===== src/rtl/rurx_pkg.sv =====
// ============================================================================
// rurx_pkg
// Shared types and constants for the reliable transfer receiver.
// ============================================================================
package rurx_pkg;

    localparam int SEQ_W    = 32;
    localparam int TIMER_W  = 16;
    localparam int LEN_W    = 32;
    localparam int RX_W     = 33;
    localparam int QDEPTH   = 4;
    localparam int QPTR_W   = $clog2(QDEPTH);
    localparam int QCNT_W   = $clog2(QDEPTH + 1);

    localparam logic [TIMER_W-1:0] TIMEOUT_RESET = TIMER_W'(1000);

    typedef enum logic [2:0] {
        PH_LISTEN    = 3'd0,
        PH_SYN_RCVD  = 3'd1,
        PH_CONNECTED = 3'd2,
        PH_DATA      = 3'd3,
        PH_LAST_ACK  = 3'd4
    } phase_t;

    typedef enum logic [1:0] {
        OUT_CTRL    = 2'd0,
        OUT_DELIVER = 2'd1,
        OUT_DONE    = 2'd2
    } out_kind_t;

    // What the back end has to emit for one item
    typedef enum logic [2:0] {
        ACT_CTRL      = 3'd0,   // one control packet
        ACT_CTRL_DONE = 3'd1,   // control packet, file complete
        ACT_DATA      = 3'd2,   // ACK, payload accepted
        ACT_DATA_DONE = 3'd3,   // ACK, payload accepted, file complete
        ACT_FIN_CLOSE = 3'd4    // ACK of FIN, then FIN+ACK
    } act_op_t;

    typedef struct packed {
        logic              kind;
        logic              is_syn;
        logic              is_ack;
        logic              is_fin;
        logic              is_header;
        logic              checksum_ok;
        logic [SEQ_W-1:0]  pkt_seq;
        logic [SEQ_W-1:0]  pkt_ack;
        logic [LEN_W-1:0]  pkt_length;
    } rx_item_t;

    typedef struct packed {
        out_kind_t         out_kind;
        logic              out_syn;
        logic              out_ackflag;
        logic              out_fin;
        logic [SEQ_W-1:0]  out_seq;
        logic [SEQ_W-1:0]  out_acknum;
        logic [LEN_W-1:0]  deliver_length;
        logic              last;
    } rx_result_t;

    typedef struct packed {
        act_op_t           op;
        logic              syn;
        logic              fin;
        logic [SEQ_W-1:0]  seq;
        logic [SEQ_W-1:0]  acknum;
        logic [LEN_W-1:0]  len;
    } act_t;

    typedef struct packed {
        logic valid;
        act_t act;
    } act_wr_t;

endpackage


===== src/rtl/rurx_front.sv =====
// ============================================================================
// rurx_front
// Accepts packets and ticks, runs the connection state, queues actions.
// ============================================================================
module rurx_front
    import rurx_pkg::*;
(
    input  logic                clk,
    input  logic                rst_n,
    input  logic                item_valid,
    output logic                item_ready,
    input  rx_item_t            item,
    input  logic                cfg_we,
    input  logic [TIMER_W-1:0]  cfg_data,
    input  logic                q_full,
    output act_wr_t             q_wr
);

    phase_t              phase_reg, phase_next;
    logic [SEQ_W-1:0]    own_seq_reg, own_seq_next;
    logic [SEQ_W-1:0]    exp_seq_reg, exp_seq_next;
    logic [LEN_W-1:0]    file_size_reg, file_size_next;
    logic [RX_W-1:0]     rx_bytes_reg, rx_bytes_next;
    logic [TIMER_W-1:0]  idle_reg, idle_next;
    logic [TIMER_W-1:0]  timeout_reg;

    logic                accept;
    logic                tick;
    logic                ok;
    logic [TIMER_W-1:0]  idle_inc;
    logic                fire;
    logic [TIMER_W-1:0]  idle_after_tick;
    logic                seq_hit;
    logic                ack_hit;
    logic [RX_W:0]       rx_sum;
    logic [RX_W-1:0]     rx_sat;
    logic                rx_done;
    logic [SEQ_W-1:0]    exp_dec;
    logic [SEQ_W-1:0]    own_dec;
    logic [SEQ_W-1:0]    pseq_inc;

    assign item_ready = !q_full;
    assign accept     = item_valid && !q_full;
    assign tick       = item.kind;
    assign ok         = item.checksum_ok;

    assign idle_inc        = (idle_reg == '1) ? idle_reg : idle_reg + TIMER_W'(1);
    assign fire            = idle_inc >= timeout_reg;
    assign idle_after_tick = fire ? '0 : idle_inc;

    assign seq_hit  = item.pkt_seq == exp_seq_reg;
    assign ack_hit  = item.pkt_ack == own_seq_reg;
    assign exp_dec  = exp_seq_reg - SEQ_W'(1);
    assign own_dec  = own_seq_reg - SEQ_W'(1);
    assign pseq_inc = item.pkt_seq + SEQ_W'(1);

    // saturating byte count
    assign rx_sum  = {1'b0, rx_bytes_reg} + (RX_W + 1)'(item.pkt_length);
    assign rx_sat  = rx_sum[RX_W] ? '1 : rx_sum[RX_W-1:0];
    assign rx_done = rx_sat >= RX_W'(file_size_reg);

    // next phase
    always_comb
    begin
        phase_next = phase_reg;
        if (accept)
        begin
            unique case (phase_reg)
                PH_SYN_RCVD:
                begin
                    if (!tick && ok && item.is_ack && ack_hit)
                        phase_next = PH_CONNECTED;
                end
                PH_CONNECTED:
                begin
                    if (!tick && ok && item.is_header)
                    begin
                        if (seq_hit && item.pkt_length != '0)
                            phase_next = PH_DATA;
                    end
                    else if (!tick && ok && item.is_fin)
                        phase_next = PH_LAST_ACK;
                end
                PH_DATA:
                begin
                    if (!tick && ok && seq_hit && rx_done)
                        phase_next = PH_CONNECTED;
                end
                PH_LAST_ACK:
                begin
                    if (!tick && ok && item.is_ack && ack_hit)
                        phase_next = PH_LISTEN;
                end
                default:
                begin
                    phase_next = (!tick && ok && item.is_syn) ? PH_SYN_RCVD : PH_LISTEN;
                end
            endcase
        end
    end

    // datapath updates and queued action
    always_comb
    begin
        own_seq_next   = own_seq_reg;
        exp_seq_next   = exp_seq_reg;
        file_size_next = file_size_reg;
        rx_bytes_next  = rx_bytes_reg;
        idle_next      = idle_reg;
        q_wr           = '0;
        q_wr.act.op    = ACT_CTRL;
        if (accept)
        begin
            unique case (phase_reg)
                PH_SYN_RCVD:
                begin
                    if (tick)
                    begin
                        idle_next         = idle_after_tick;
                        q_wr.valid        = fire;
                        q_wr.act.syn      = 1'b1;
                        q_wr.act.seq      = own_seq_reg;
                        q_wr.act.acknum   = own_dec;
                    end
                    else if (ok && item.is_ack && ack_hit)
                    begin
                        own_seq_next = item.pkt_seq;
                        exp_seq_next = pseq_inc;
                        idle_next    = '0;
                    end
                end
                PH_CONNECTED:
                begin
                    if (tick)
                    begin
                        idle_next       = idle_after_tick;
                        q_wr.valid      = fire;
                        q_wr.act.acknum = exp_dec;
                    end
                    else if (ok && item.is_header)
                    begin
                        q_wr.valid = 1'b1;
                        if (seq_hit)
                        begin
                            file_size_next  = item.pkt_length;
                            rx_bytes_next   = '0;
                            exp_seq_next    = pseq_inc;
                            idle_next       = '0;
                            q_wr.act.acknum = item.pkt_seq;
                            if (item.pkt_length == '0)
                            begin
                                q_wr.act.op  = ACT_CTRL_DONE;
                                own_seq_next = item.pkt_seq;
                            end
                        end
                        else
                            q_wr.act.acknum = exp_dec;
                    end
                    else if (ok && item.is_fin)
                    begin
                        q_wr.valid      = 1'b1;
                        q_wr.act.op     = ACT_FIN_CLOSE;
                        q_wr.act.seq    = pseq_inc;
                        q_wr.act.acknum = item.pkt_seq;
                        own_seq_next    = item.pkt_seq + SEQ_W'(2);
                        idle_next       = '0;
                    end
                end
                PH_DATA:
                begin
                    if (tick)
                    begin
                        idle_next       = idle_after_tick;
                        q_wr.valid      = fire;
                        q_wr.act.acknum = exp_dec;
                    end
                    else
                    begin
                        idle_next = '0;
                        if (ok && seq_hit)
                        begin
                            q_wr.valid      = 1'b1;
                            q_wr.act.op     = rx_done ? ACT_DATA_DONE : ACT_DATA;
                            q_wr.act.acknum = item.pkt_seq;
                            q_wr.act.len    = item.pkt_length;
                            rx_bytes_next   = rx_sat;
                            exp_seq_next    = pseq_inc;
                            if (rx_done)
                                own_seq_next = item.pkt_seq;
                        end
                        else if (ok)
                        begin
                            q_wr.valid      = 1'b1;
                            q_wr.act.acknum = exp_dec;
                        end
                    end
                end
                PH_LAST_ACK:
                begin
                    if (tick)
                    begin
                        idle_next       = idle_after_tick;
                        q_wr.valid      = fire;
                        q_wr.act.fin    = 1'b1;
                        q_wr.act.seq    = own_seq_reg;
                        q_wr.act.acknum = own_dec;
                    end
                    else if (ok && item.is_ack && ack_hit)
                        idle_next = '0;
                end
                default:
                begin
                    if (!tick && ok && item.is_syn)
                    begin
                        own_seq_next    = pseq_inc;
                        idle_next       = '0;
                        q_wr.valid      = 1'b1;
                        q_wr.act.syn    = 1'b1;
                        q_wr.act.seq    = pseq_inc;
                        q_wr.act.acknum = item.pkt_seq;
                    end
                end
            endcase
        end
    end

    always_ff @(posedge clk or negedge rst_n)
    begin
        if (!rst_n)
        begin
            phase_reg     <= PH_LISTEN;
            own_seq_reg   <= '0;
            exp_seq_reg   <= '0;
            file_size_reg <= '0;
            rx_bytes_reg  <= '0;
            idle_reg      <= '0;
            timeout_reg   <= TIMEOUT_RESET;
        end
        else
        begin
            phase_reg     <= phase_next;
            own_seq_reg   <= own_seq_next;
            exp_seq_reg   <= exp_seq_next;
            file_size_reg <= file_size_next;
            rx_bytes_reg  <= rx_bytes_next;
            idle_reg      <= idle_next;
            if (cfg_we)
                timeout_reg <= cfg_data;
        end
    end

endmodule


===== src/rtl/rurx_queue.sv =====
// ============================================================================
// rurx_queue
// Short action queue between the front and back ends.
// ============================================================================
module rurx_queue
    import rurx_pkg::*;
(
    input  logic     clk,
    input  logic     rst_n,
    input  act_wr_t  q_wr,
    output logic     q_full,
    input  logic     q_pop,
    output logic     q_head_valid,
    output act_t     q_head
);

    act_t               mem_reg [QDEPTH];
    logic [QPTR_W-1:0]  wr_ptr_reg, wr_ptr_next;
    logic [QPTR_W-1:0]  rd_ptr_reg, rd_ptr_next;
    logic [QCNT_W-1:0]  count_reg, count_next;
    logic               do_push;

    assign q_full       = count_reg == QCNT_W'(QDEPTH);
    assign q_head_valid = count_reg != '0;
    assign q_head       = mem_reg[rd_ptr_reg];
    assign do_push      = q_wr.valid && !q_full;

    always_comb
    begin
        wr_ptr_next = do_push ? wr_ptr_reg + QPTR_W'(1) : wr_ptr_reg;
        rd_ptr_next = q_pop ? rd_ptr_reg + QPTR_W'(1) : rd_ptr_reg;
        count_next  = count_reg + QCNT_W'(do_push) - QCNT_W'(q_pop);
    end

    always_ff @(posedge clk)
    begin
        if (do_push)
            mem_reg[wr_ptr_reg] <= q_wr.act;
    end

    always_ff @(posedge clk or negedge rst_n)
    begin
        if (!rst_n)
        begin
            wr_ptr_reg <= '0;
            rd_ptr_reg <= '0;
            count_reg  <= '0;
        end
        else
        begin
            wr_ptr_reg <= wr_ptr_next;
            rd_ptr_reg <= rd_ptr_next;
            count_reg  <= count_next;
        end
    end

endmodule


===== src/rtl/rurx_back.sv =====
// ============================================================================
// rurx_back
// Expands queued actions into result words, one per cycle unless stalled.
// ============================================================================
module rurx_back
    import rurx_pkg::*;
(
    input  logic        clk,
    input  logic        rst_n,
    input  logic        q_head_valid,
    input  act_t        q_head,
    output logic        q_pop,
    output logic        res_valid,
    input  logic        res_ready,
    output rx_result_t  res
);

    logic [1:0]  step_reg, step_next;
    logic        valid_reg, valid_next;
    rx_result_t  res_reg, res_next;
    logic        load;
    logic        last_step;

    assign load      = q_head_valid && (!valid_reg || res_ready);
    assign res_valid = valid_reg;
    assign res       = res_reg;

    // result word for the current step of the head action
    always_comb
    begin
        res_next             = '0;
        res_next.out_kind    = OUT_CTRL;
        res_next.out_syn     = q_head.syn;
        res_next.out_ackflag = 1'b1;
        res_next.out_fin     = q_head.fin;
        res_next.out_seq     = q_head.seq;
        res_next.out_acknum  = q_head.acknum;
        last_step            = 1'b1;
        if (step_reg == 2'd0)
            last_step = q_head.op == ACT_CTRL;
        else if (step_reg == 2'd1)
        begin
            res_next = '0;
            unique case (q_head.op)
                ACT_DATA, ACT_DATA_DONE:
                begin
                    res_next.out_kind       = OUT_DELIVER;
                    res_next.deliver_length = q_head.len;
                    last_step               = q_head.op == ACT_DATA;
                end
                ACT_FIN_CLOSE:
                begin
                    res_next.out_kind    = OUT_CTRL;
                    res_next.out_ackflag = 1'b1;
                    res_next.out_fin     = 1'b1;
                    res_next.out_seq     = q_head.seq + SEQ_W'(1);
                    res_next.out_acknum  = q_head.acknum + SEQ_W'(1);
                end
                default:
                begin
                    res_next.out_kind = OUT_DONE;
                end
            endcase
        end
        else
        begin
            res_next          = '0;
            res_next.out_kind = OUT_DONE;
        end
        res_next.last = last_step;
    end

    assign q_pop = load && last_step;

    always_comb
    begin
        step_next  = step_reg;
        valid_next = valid_reg;
        if (load)
        begin
            step_next  = last_step ? 2'd0 : step_reg + 2'd1;
            valid_next = 1'b1;
        end
        else if (res_ready)
            valid_next = 1'b0;
    end

    always_ff @(posedge clk)
    begin
        if (load)
            res_reg <= res_next;
    end

    always_ff @(posedge clk or negedge rst_n)
    begin
        if (!rst_n)
        begin
            step_reg  <= 2'd0;
            valid_reg <= 1'b0;
        end
        else
        begin
            step_reg  <= step_next;
            valid_reg <= valid_next;
        end
    end

endmodule


===== src/rtl/reliable_udp_receiver_fsm.sv =====
// ============================================================================
// reliable_udp_receiver_fsm
// Stop-and-wait receiver: handshake, in-order data with cumulative ACKs,
// teardown.
// ============================================================================
// The block takes one item per cycle, packet header or timer tick, as long
// as its four-entry action queue has room; the front end updates the
// connection state in that same cycle and queues at most one action. The
// back end turns each action into one to three result words and hands out
// one word per cycle while res_ready is high, through a registered output;
// each word of an item takes its own turn on the result port, so the port
// sets the sustained rate whenever most items produce more than one word,
// and the queue absorbs short bursts. Items that produce nothing never touch
// the queue's output side. A result is held in the output register until
// taken while the front end keeps accepting. The timeout register is written
// through cfg_we and cfg_data and takes effect on the next tick; write it
// only while the block is idle.
// ============================================================================
module reliable_udp_receiver_fsm
    import rurx_pkg::*;
(
    input  logic                clk,
    input  logic                rst_n,
    input  logic                item_valid,
    output logic                item_ready,
    input  rx_item_t            item,
    output logic                res_valid,
    input  logic                res_ready,
    output rx_result_t          res,
    input  logic                cfg_we,
    input  logic [TIMER_W-1:0]  cfg_data
);

    act_wr_t  q_wr;
    logic     q_full;
    logic     q_pop;
    logic     q_head_valid;
    act_t     q_head;

    // Front end: classify the item, advance the connection, queue an action
    rurx_front u_front (
        .clk        (clk),
        .rst_n      (rst_n),
        .item_valid (item_valid),
        .item_ready (item_ready),
        .item       (item),
        .cfg_we     (cfg_we),
        .cfg_data   (cfg_data),
        .q_full     (q_full),
        .q_wr       (q_wr)
    );

    // Decouple the two sides
    rurx_queue u_queue (
        .clk          (clk),
        .rst_n        (rst_n),
        .q_wr         (q_wr),
        .q_full       (q_full),
        .q_pop        (q_pop),
        .q_head_valid (q_head_valid),
        .q_head       (q_head)
    );

    // Back end: emit result words, drop the action after its final word
    rurx_back u_back (
        .clk          (clk),
        .rst_n        (rst_n),
        .q_head_valid (q_head_valid),
        .q_head       (q_head),
        .q_pop        (q_pop),
        .res_valid    (res_valid),
        .res_ready    (res_ready),
        .res          (res)
    );

`ifndef SYNTHESIS
    a_no_push_when_full: assert property (@(posedge clk) disable iff (!rst_n)
        q_wr.valid |-> !q_full)
        else $error("action queued while queue full");

    a_pop_needs_entry: assert property (@(posedge clk) disable iff (!rst_n)
        q_pop |-> q_head_valid)
        else $error("action dropped from empty queue");

    a_noncontrol_clean: assert property (@(posedge clk) disable iff (!rst_n)
        (res_valid && res.out_kind != OUT_CTRL)
            |-> (!res.out_syn && !res.out_ackflag && !res.out_fin))
        else $error("control flags set on a delivery or completion word");

    a_done_is_last: assert property (@(posedge clk) disable iff (!rst_n)
        (res_valid && res.out_kind == OUT_DONE) |-> res.last)
        else $error("file complete word not marked last");
`endif

endmodule

===== config.mk =====
export PLATFORM = sky130hd
export DESIGN_NAME = reliable_udp_receiver_fsm
export DESIGN_NICKNAME = d
export VERILOG_FILES = /design/src/rtl/rurx_pkg.sv /design/src/rtl/rurx_front.sv /design/src/rtl/rurx_queue.sv /design/src/rtl/rurx_back.sv /design/src/rtl/reliable_udp_receiver_fsm.sv
export SDC_FILE = /design/constraint.sdc
export NUM_CORES = 1
export LEC_CHECK = 0
export BUFFER_PORTS_ARGS = -buffer_cell sky130_fd_sc_hd__buf_2
export CAP_MARGIN = 5
export CORE_MARGIN = 5
export CORE_UTILIZATION = 30
export CTS_BUF_LIST = sky130_fd_sc_hd__clkbuf_4 sky130_fd_sc_hd__clkbuf_8 sky130_fd_sc_hd__clkbuf_16
export DETAILED_ROUTE_END_ITERATION = 10
export PLACE_DENSITY = 0.48
export SLEW_MARGIN = 20
export SYNTH_ARGS = -nofsm -noshare
export SYNTH_HDL_FRONTEND = slang
export SYNTH_HIERARCHICAL = 1
export SYNTH_SLANG_ARGS = --single-unit

===== constraint.sdc =====
create_clock -name clk -period 5.5 [get_ports clk]
set_input_delay 0 -clock clk [delete_from_list [all_inputs] [get_ports clk]]
set_output_delay 0 -clock clk [all_outputs]
set_load 0.005 [all_outputs]

======== After elaboration in Yosys (flattened, before gate mapping) ========
Memories as Yosys holds them, arrays and structs flattened.
Cells that the tools add are included.
W data, S select, Z words.
operators by class
  add/subtract/negate cells ............... 13
  $lt $le $gt $ge ......................... 2
  eq/ne operators ......................... 31
  multiplexer cells ....................... 96
  bitwise gates (word level) .............. 4
  reduce and logical (&&, ||, !) cells .... 43
operators by type and width
  operator                 count
  $mux W32                 30
  $pmux W32 S4             3
  $mux W102                2
  $mux W33                 6
  $mux W64                 3
  $mux W16                 10
  $mux W100                1
  $add A32 B1 Y32 const B  3
  $pmux W32 S3             1
  $mux W66                 1
  $pmux W33 S2             1
  $mux W65                 1
  $eq A32 B32 Y1           2
  $sub A32 B1 Y32 const B  2
  $pmux W16 S3             1
  $add A33 B32 Y34         1
  $ge A33 B32 Y1           1
  $add A32 B2 Y32 const B  1
  $logic_not A32 Y1        1
  $reduce_bool A32 Y1      1
  $mux W3                  10
  $logic_and A1 B1 Y1      18
  $mux W1                  18
  $add A16 B1 Y16 const B  1
  other kinds (38)         70
word-level totals
  register bits after elaboration ......... 276
  bits in writable memories ............... 404
  input bits .............................. 123
  logic and storage cells ................. 211
  memories ................................ 1
memories
  name             depth  width  rd ports  clocked after Yosys merged registers in  write ports  RTL line          RTL
  u_queue.mem_reg  4      101    1         0                                        1            rurx_queue.sv:17  act_t mem_reg [QDEPTH];

======== Longest topological paths before layout ========
Gate-level depths: netlist of the first run.
  depth in word-level cells ............... 11
  mapped depth ............................ 24

======== By module ========
Netlist of the first run, hierarchy kept.
modules (own cells, without submodules)
  module      instances  cells each  area an instance (µm²)  seq. area each (µm²)
  rurx_front  1          1920        15336.0                 4111.4
  rurx_queue  1          567         15090.7                 12306.8
  rurx_back   1          486         5401.4                  3138.0

======== Worst setup path after synthesis of the first run ========
Ideal clock, no wire load.
  kind .................................... reg-to-reg
  start ................................... reg u_front.idle_reg[3]
  end ..................................... mem u_queue/mem_reg[0][0] in the netlist's numbering, enable pin
  setup time .............................. 0.472 ns
  arrival ................................. 5.571 ns
  required time ........................... 5.028 ns
  slack ................................... -0.542 ns
  stages on the path, launching flop included .. 19
  path buffers ............................ 1
  path through ............................ dfrtp_1 > clkbuf_1 > and4_1 > and4_1 > nand4_1 > nor3_1 > nor2_1 > and3_1 > xor2_1 > ha_1 > a21o_1 > a21o_1 > a21o_1 > a21oi_1 > o21ai_0 > or3b_2 > a21oi_1 > nor2_1 > and3b_1
RTL lines
  element                 RTL line           RTL
  from (decl)             rurx_front.sv:24   logic [TIMER_W-1:0] idle_reg, idle_next;
  from (signal assigned)  rurx_front.sv:246  idle_reg <= idle_next;
  to (decl)               rurx_queue.sv:17

======== Worst setup path in the final report of the first run ========
  start ................................... reg u_front.rx_bytes_reg[30]
  end ..................................... reg u_front.own_seq_reg[0]
between the ends
  cells in the longest elaborated chain, start to end .. 5
ends and longest elaborated chain
  element                       RTL line           RTL
  from (decl)                   rurx_front.sv:23   logic [RX_W-1:0] rx_bytes_reg, rx_bytes_next;
  from (signal assigned)        rurx_front.sv:245  rx_bytes_reg <= rx_bytes_next;
  $add A33 B32 Y34              rurx_front.sv:58   assign rx_sum = {1'b0, rx_bytes_reg} + (RX_W + 1)'(item.pkt_length);
  $mux W33                      rurx_front.sv:59   assign rx_sat = rx_sum[RX_W] ? '1 : rx_sum[RX_W-1:0];
  $ge A33 B32 Y1                rurx_front.sv:60   assign rx_done = rx_sat >= RX_W'(file_size_reg);
  $ne A2 B1 Y1 (no line)        n/a
  $reduce_and A12 Y1 (no line)  n/a
  to (signal assigned)          rurx_front.sv:242  own_seq_reg <= own_seq_next;
  to (decl)                     rurx_front.sv:20   logic [SEQ_W-1:0] own_seq_reg, own_seq_next;
No other way between the ends.
A chain may end at the register's enable or synchronous reset.

==> results of run 1 <==
report_power, final:
| group | internal (mW) | leakage (nW) | switching (mW) |
|---|---|---|---|
| logic | 1.79 | 8.07 | 2.56 |
| registers | 6.27 | 7.72 | 0.762 |
| clock network | 3.03 | 1.29 | 2.22 |
| total | 11.1 | 17.1 | 5.54 |
cells by family (layout without fill, tap and decap cells):
group           after synthesis  after routing  synth area share (%)
compound gates              596            596                 10.82
xor+xnor                    214            214                 5.252
fa+ha+maj                    98             98                 3.464
buf+inv                     286            691                 3.527
flops                       680            680                 54.58
mux                         211            211                 9.733
other cells                   0              7                     0
simple gates                888            889                 12.62
cells in the final DEF (no fill, tap or decap), drive strengths merged, types with 31 or more instances in the layout:
cell           n
o21ai        130
and3          51
nand2        241
xor2         127
clkinv        38
nor2         183
nand4         43
mux2          89
inv          102
dfrtp        168
clkbuf        94
ha            96
edfxtp       506
nor4          43
a21oi        149
nor3          52
dlygate4sd3  119
nand3         67
a21o          31
or3           37
a22o          32
or4           35
a22oi         50
buf          330
and2          47
mux4         101
xnor2         87
final cells by class:
cell class | instances | area share [%]
clock buffer | 92 | 4.859
inverter | 98 | 0.8559
multi-input combinational | 2008 | 35.23
sequential | 680 | 45.52
clock inverter | 50 | 1.226
timing repair buffer | 451 | 7.607
tap | 1600 | 4.658
antenna | 7 | 0.04076
final timing paths:
path	slack (ns)	from	cells past startpoint	end
worst max-delay path	0.25	u_front/rx_bytes_reg[30]	22	u_front/own_seq_reg[0]
worst min-delay path	0.11	item[96]	4	u_front/phase_reg[0]
worst max register to register	0.25	u_front/rx_bytes_reg[30]	22	u_front/own_seq_reg[0]
worst min register to register	0.49	u_front/file_size_reg[1]	2	u_front/file_size_reg[1]
max in group asynchronous	3.43	rst_n	4	u_front/file_size_reg[15]
min in group asynchronous	0.51	rst_n	3	u_front/rx_bytes_reg[1]
synth_stat cells, types with 19 or more instances:
cell / instances
edfxtp_1: 506
nand2_1: 240
nor2_1: 183
dfrtp_1: 168
a21oi_1: 149
clkbuf_1: 146
o21ai_0: 127
xor2_1: 127
mux4_2: 101
ha_1: 96
inv_1: 96
mux2_2: 89
xnor2_1: 86
nand3_1: 67
nor3_1: 52
and3_1: 51
a22oi_1: 50
and2_1: 46
nand4_1: 42
nor4_1: 42
or3_1: 35
a22o_1: 32
or4_1: 32
a21o_1: 31
nand2b_1: 29
o31ai_1: 27
a31oi_1: 25
o22ai_1: 23
mux2i_1: 21
buf_2: 19
o211ai_1: 19
metrics by stage:
stage               total power, mW  setup WS (ns)  TNS [ns]
CTS                           16.84         0.1110         0
detailed placement            11.42         0.1743         0
floorplan                     9.737         0.3048         0
global route                  17.49       -0.01542  -0.05643
finish                        16.63         0.2548         0
global placement              11.40         0.1203         0
routing by layer:
layer  vias to the layer above  part of all wire (%)  GRT usage (%)  wire length, µm
met4                         4                   3.6          6.105             4236
li1                      11979                     -              -                -
met1                     13050                    45          25.64            53020
met5                         -                 0.023              0               27
met2                      1041                    45          28.55            53730
met3                       234                   6.8          2.815             8036
repair_timing:
action	CTS	global route
hold buffers	119	0
setup endpoints to repair	0	54
gates resized for setup	0	21
endpoints found under the hold margin	345	0
setup buffers	0	1
worst reg2reg max path: cells and delay by family, from the launching register on:
family	cells	cell delay, ns
AOI/OAI and AO/OA	10	2.14
buffers and inverters	5	0.91
and+or+nand+nor	3	0.73
adders and majority gates	2	0.58
DFF	1	0.39
muxes	2	0.35
==> flow_summary.ini, run 1 <==
[layout]
largest_reg_flops = 404
final_cell_count_no_fill = 4986
syn2layout_area_growth_pct = 19.95
seqCellArea_um2 = 19560
fin_util_pct = 36.30
drive_above_1_share_pct = 20.98
final_area_um2 = 42980
fillers = 11540
final_nets = 3538
multiInputGateArea_um2 = 15140

[timing]
finalHoldViolCount = 0
setup_viol = 0
fin_crit_sh_pct = 95.37
whs_ns = 0.1087
post-route-min-period_ns = 5.245
worstMarginPinSlew_ns = 1.318
fmax_mhz = 190.7
slew_headroom_pct = 12.13
fin_worst_skew_ns = 0.07198
slew_viol_final = 0

[logic_synthesis]
synth-edff-count = 506
yosysWarningCount = 6
synth_seq_cells = 680
ys_types = 89
netlist_area_um2 = 35830
syn_avg_cell_area_um2 = 12.05
synthCells = 2973
ys_async_sr_fraction_pct = 25.59
seq_area_frac_synth_pct = 54.58
synth_area_leaders = edfxtp_1 42%, dfrtp_1 12%, mux4_2 6.3%
synth_flop_cell = edfxtp_1
synth_top_cell_area_share_pct = 42.41
yosys.area.top_type = edfxtp_1
synth_fp_nets = 3194

[setup_path]
crit_arrival_ns = 5.75
crit_path_end_kind = register
crit_required_ns = 6.01
worst-path-max-fanout = 14
crit_type = register to register
critPathBufInv = 5
cp_common_cell = buf_4
startpoint_type = register
crit_path_max_incr_delay_ns = 0.45
slowest_stage = a2111oi_1
cp_top_family = compound AO/OA/AOI/OAI gates
crit_chain = ha_1, a21oi_1, o211ai_1, a211oi_1, o2111ai_1, and3_2, or2_2, ha_1, a21o_1, a21o_1, a2111oi_1, buf_4, o21ai_0, a21oi_2, nand3_1, mux2i_2, buf_4, a311oi_4, buf_4, clkbuf_16, buf_4, mux2i_1

[floorplan]
io-pin-count = 227
fp-row-count = 126
start_util_pct = 30.26
die_h_um = 355.6
die_area_um2 = 126400
fp.dieW_um = 355.6
coreArea_um2 = 118400

[placed_design]
placed_cell_area_um2 = 39030
numPortBuffers = 226
gp_congestion = 0.9417
dp_hpwl_mm = 84.66
dp_cells = 4715

[global_routing]
grt_pass1_wl_mm = 173.5
overflow = 0
first_global_vias = 25820
grt_max_degree = 74
antenna_found_initial = 12
grt_usage_pct = 18.14

[worst_hold_path]
hold_class = primary input to register

[clocking]
htree_levels = 3
clkSlewWorstSetupHoldPaths_ns = 0.06
numCtsBuffers = 78
worstSkewPairLatency_ns = 0.69
cts-root-buf = clkbuf_16
clock-sinks = 680
cts_tree = yes
clockBufferDepth = 3

[drt]
vias = 26308
vias_per_cell = 5.276
antenna_left = 0
drc_errors = 0
first_pass_iters = 6
drt-initial-drc-count = 2384
post_drt_wl_per_cell_um = 23.88
wl_mm = 119.0

[power]
power.leakage_nw = 17.08
powerDensity_nw_per_um2 = 387.0
ir_worst_vdd_mv = 0.2229

[flow_run]
cap_violations = 0

[outcome]
status = completed
(Power assumes the default switching activity.)
==> run 2: changes to the inputs <==
ABC_AREA = 1   (was unset)
CORE_MARGIN = unset   (was 5)
CORE_UTILIZATION = 51   (was 30)
PLACE_DENSITY = 0.72   (was 0.48)
==> flow_summary.ini, run 2 <==
[floorplan]
fp.dieW_um = 281.9
io-pin-count = 227
die_h_um = 281.9
start_util_pct = 51.57
fp-row-count = 102
die_area_um2 = 79450
coreArea_um2 = 77470

[drt]
first_pass_iters = 8
vias = 34846
post_drt_wl_per_cell_um = 20.20
wl_mm = 125.3
vias_per_cell = 5.619
drt-initial-drc-count = 3868
drc_errors = 0
antenna_left = 0

[power]
powerDensity_nw_per_um2 = 461.9
pwr-share-seq_pct = 34.6
p_total_mw = 20.98
switchingPower_mw = 8.730
p_clk_share_pct = 25.0
swShare_pct = 41.60
power.leakage_nw = 20.48
ir_worst_vdd_mv = 0.5161
p_int_mw = 12.25
p_comb_share_pct = 40.5

[logic_synthesis]
synth_flop_cell = edfxtp_1
yosysWarningCount = 6
yosys.area.top_type = edfxtp_1
synth-edff-count = 506
synth_seq_cells = 680
synth_most_common_cell = nand2_1
netlist_area_um2 = 39950
synth_fp_nets = 5069
seq_area_frac_synth_pct = 48.96
synthCells = 4848
synth_area_leaders = edfxtp_1 38%, nand2_1 13%, dfrtp_1 11%
ys_async_sr_fraction_pct = 25.59
synth_top_cell_area_share_pct = 38.04
ys_types = 62
syn_avg_cell_area_um2 = 8.240
yosys-top-cells-count = 1360 x nand2_1, 701 x inv_1, 506 x edfxtp_1

[timing]
worstMarginPinSlew_ns = 1.036
post-route-min-period_ns = 4.801
fin_crit_sh_pct = 87.29
setup_slack_ns = 0.6989
fmax_mhz = 208.3
fin_worst_skew_ns = 0.03077
finalHoldViolCount = 0
setup_viol = 0
slew_headroom_pct = 30.91
slew_viol_final = 0
grt_setup_unrepaired = no

[setup_path]
worst-path-max-fanout = 36
cp_common_cell = nand2_1
crit_arrival_ns = 5.32
crit_type = register to register
crit_path_max_incr_delay_ns = 0.56
startpoint_type = register
crit_required_ns = 6.02
r2r-start = u_front/rx_bytes_reg[0]
timing.rr.end = u_front/phase_reg[1]
r2r_slack_ns = 0.70
reg2reg_depth = 28
slowest_stage = o21ai_0
crit_path_end_kind = register

[clocking]
clkSlewWorstSetupHoldPaths_ns = 0.06
numCtsBuffers = 74
clock-sinks = 680
post_cts_resized = 0
post-cts-setup-buffer-count = 0
clockBufferDepth = 3
cts_hold_buf = 107
cts-root-buf = clkbuf_16
htree_levels = 3
cts_tree = yes
worstSkewPairLatency_ns = 0.64

[worst_hold_path]
hold_class = primary input to register
hold_path_depth = 3
min_to = u_front/exp_seq_reg[17]
min-delay-start = item[81]

[global_routing]
grt_util_met2_pct = 46.44
grt_pass1_wl_mm = 188.5
use_met3_pct = 6.762
grt_busiest_layer = met2
first_global_vias = 32005
overflow = 0
grt_usage_pct = 31.33
use_met1_pct = 44.10
antenna_found_initial = 2
grt_max_degree = 261

[layout]
largest_reg_flops = 404
final_common_cell = nand2_1
syn2layout_area_growth_pct = 13.72
final_nets = 5322
layout_common_cells = 1359 x nand2_1, 699 x inv_1, 506 x edfxtp_1
drive_above_1_share_pct = 10.06

[placed_design]
dp_hpwl_mm = 89.80
gp_congestion = 1.037
pre_cts_ws_ns = 0.8586
numPortBuffers = 226

[flow_run]
cap_violations = 0

[outcome]
status = completed
run 2: changes by cell type in the layout (fill, tap and decap cells not counted), moves of 101 or more:
| cell | before | now |
|---|---|---|
| o211ai_1 | 19 | 223 |
| nand3_1 | 67 | 277 |
| nand2_1 | 240 | 1359 |
| inv_1 | 96 | 699 |
| mux4_2 | 101 | 0 |
| nor2_1 | 180 | 442 |
run 2: worst max-delay path: cells and delay by family, from the launching register on:
kind,cells,cell delay (ns)
compound gates,2,0.69
flops,1,0.37
simple gates,19,2.00
xor+xnor,1,0.12
buf+inv,3,0.59
fa+ha+maj,3,0.90
run 2: layer usage:
| metal | vias up | wire length [µm] | part of all wire [%] |
|---|---|---|---|
| met5 | - | 13 | 0.010 |
| met4 | 2 | 5549 | 4.4 |
| met3 | 310 | 12220 | 9.8 |
| met2 | 1680 | 53960 | 43 |
| met1 | 16345 | 53560 | 43 |
| li1 | 16509 | - | - |
run 2: cell type report:
type                       count  area, µm²
clock buffer                  93       2044
sequential                   680      19560
inverter                     723       2723
tap                         1040       1301
timing repair buffer         381       2750
fill                        6817      32040
antenna                        1      2.502
multi-input combinational   3241      16500
clock inverter                43      546.8
run 2: cells by family after synthesis:
family	after synthesis	share of synthesized area [%]
and+or+nand+nor	2323	24.48
adders and majority gates	98	3.107
buffers and inverters	927	9.857
muxes	1	0.02819
AOI/OAI and AO/OA	700	10.96
xor gates and xnor gates	119	2.609
DFF	680	48.96
run 2: power by group through the flow:
| stage | clock, mW | sequential, mW | combinational (mW) |
|---|---|---|---|
| 3_3_place_gp | 0 | 7.34 | 8.12 |
| 5_1_grt | 5.52 | 7.35 | 9.37 |
| 6_report | 5.24 | 7.26 | 8.49 |
| 4_1_cts | 5.31 | 7.25 | 8.35 |
| 2_1_floorplan | 0 | 7.10 | 6.06 |
| 3_5_place_dp | 0 | 7.34 | 8.23 |
run 2: per-stage QoR:
| step | util (%) | hold WS [ns] | setup TNS, ns | instance area (µm²) | cells |
|---|---|---|---|---|---|
| after global routing | 58.64 | 0.02857 | 0 | 45420 | 6201 |
| after CTS | 58.63 | 0.002237 | 0 | 45420 | 6201 |
| after global placement | 53.91 | 0.07590 | 0 | 41760 | 5958 |
| after floorplan | - | -0.2956 | -261.04 | 39960 | 4848 |
| final | 58.64 | 0.06516 | 0 | 45430 | 6202 |
| after detailed placement | 53.91 | 0.07438 | 0 | 41760 | 5958 |
run 2: worst max path at each step:
stage / startpoint / to / slack, ns / depth (start not counted)
global route: u_front/rx_bytes_reg[0] / u_front/phase_reg[2] / 0.38 / 27
floorplan: u_front/idle_reg[0] / u_queue/mem_reg[0][0] / -0.65 / 26
detailed placement: u_front/rx_bytes_reg[0] / u_front/phase_reg[1] / 0.86 / 28
CTS: u_front/rx_bytes_reg[0] / u_front/phase_reg[1] / 0.83 / 28
finish: u_front/rx_bytes_reg[0] / u_front/phase_reg[1] / 0.70 / 28
global placement: u_front/idle_reg[0] / u_queue/mem_reg[1][17] / 1.01 / 29
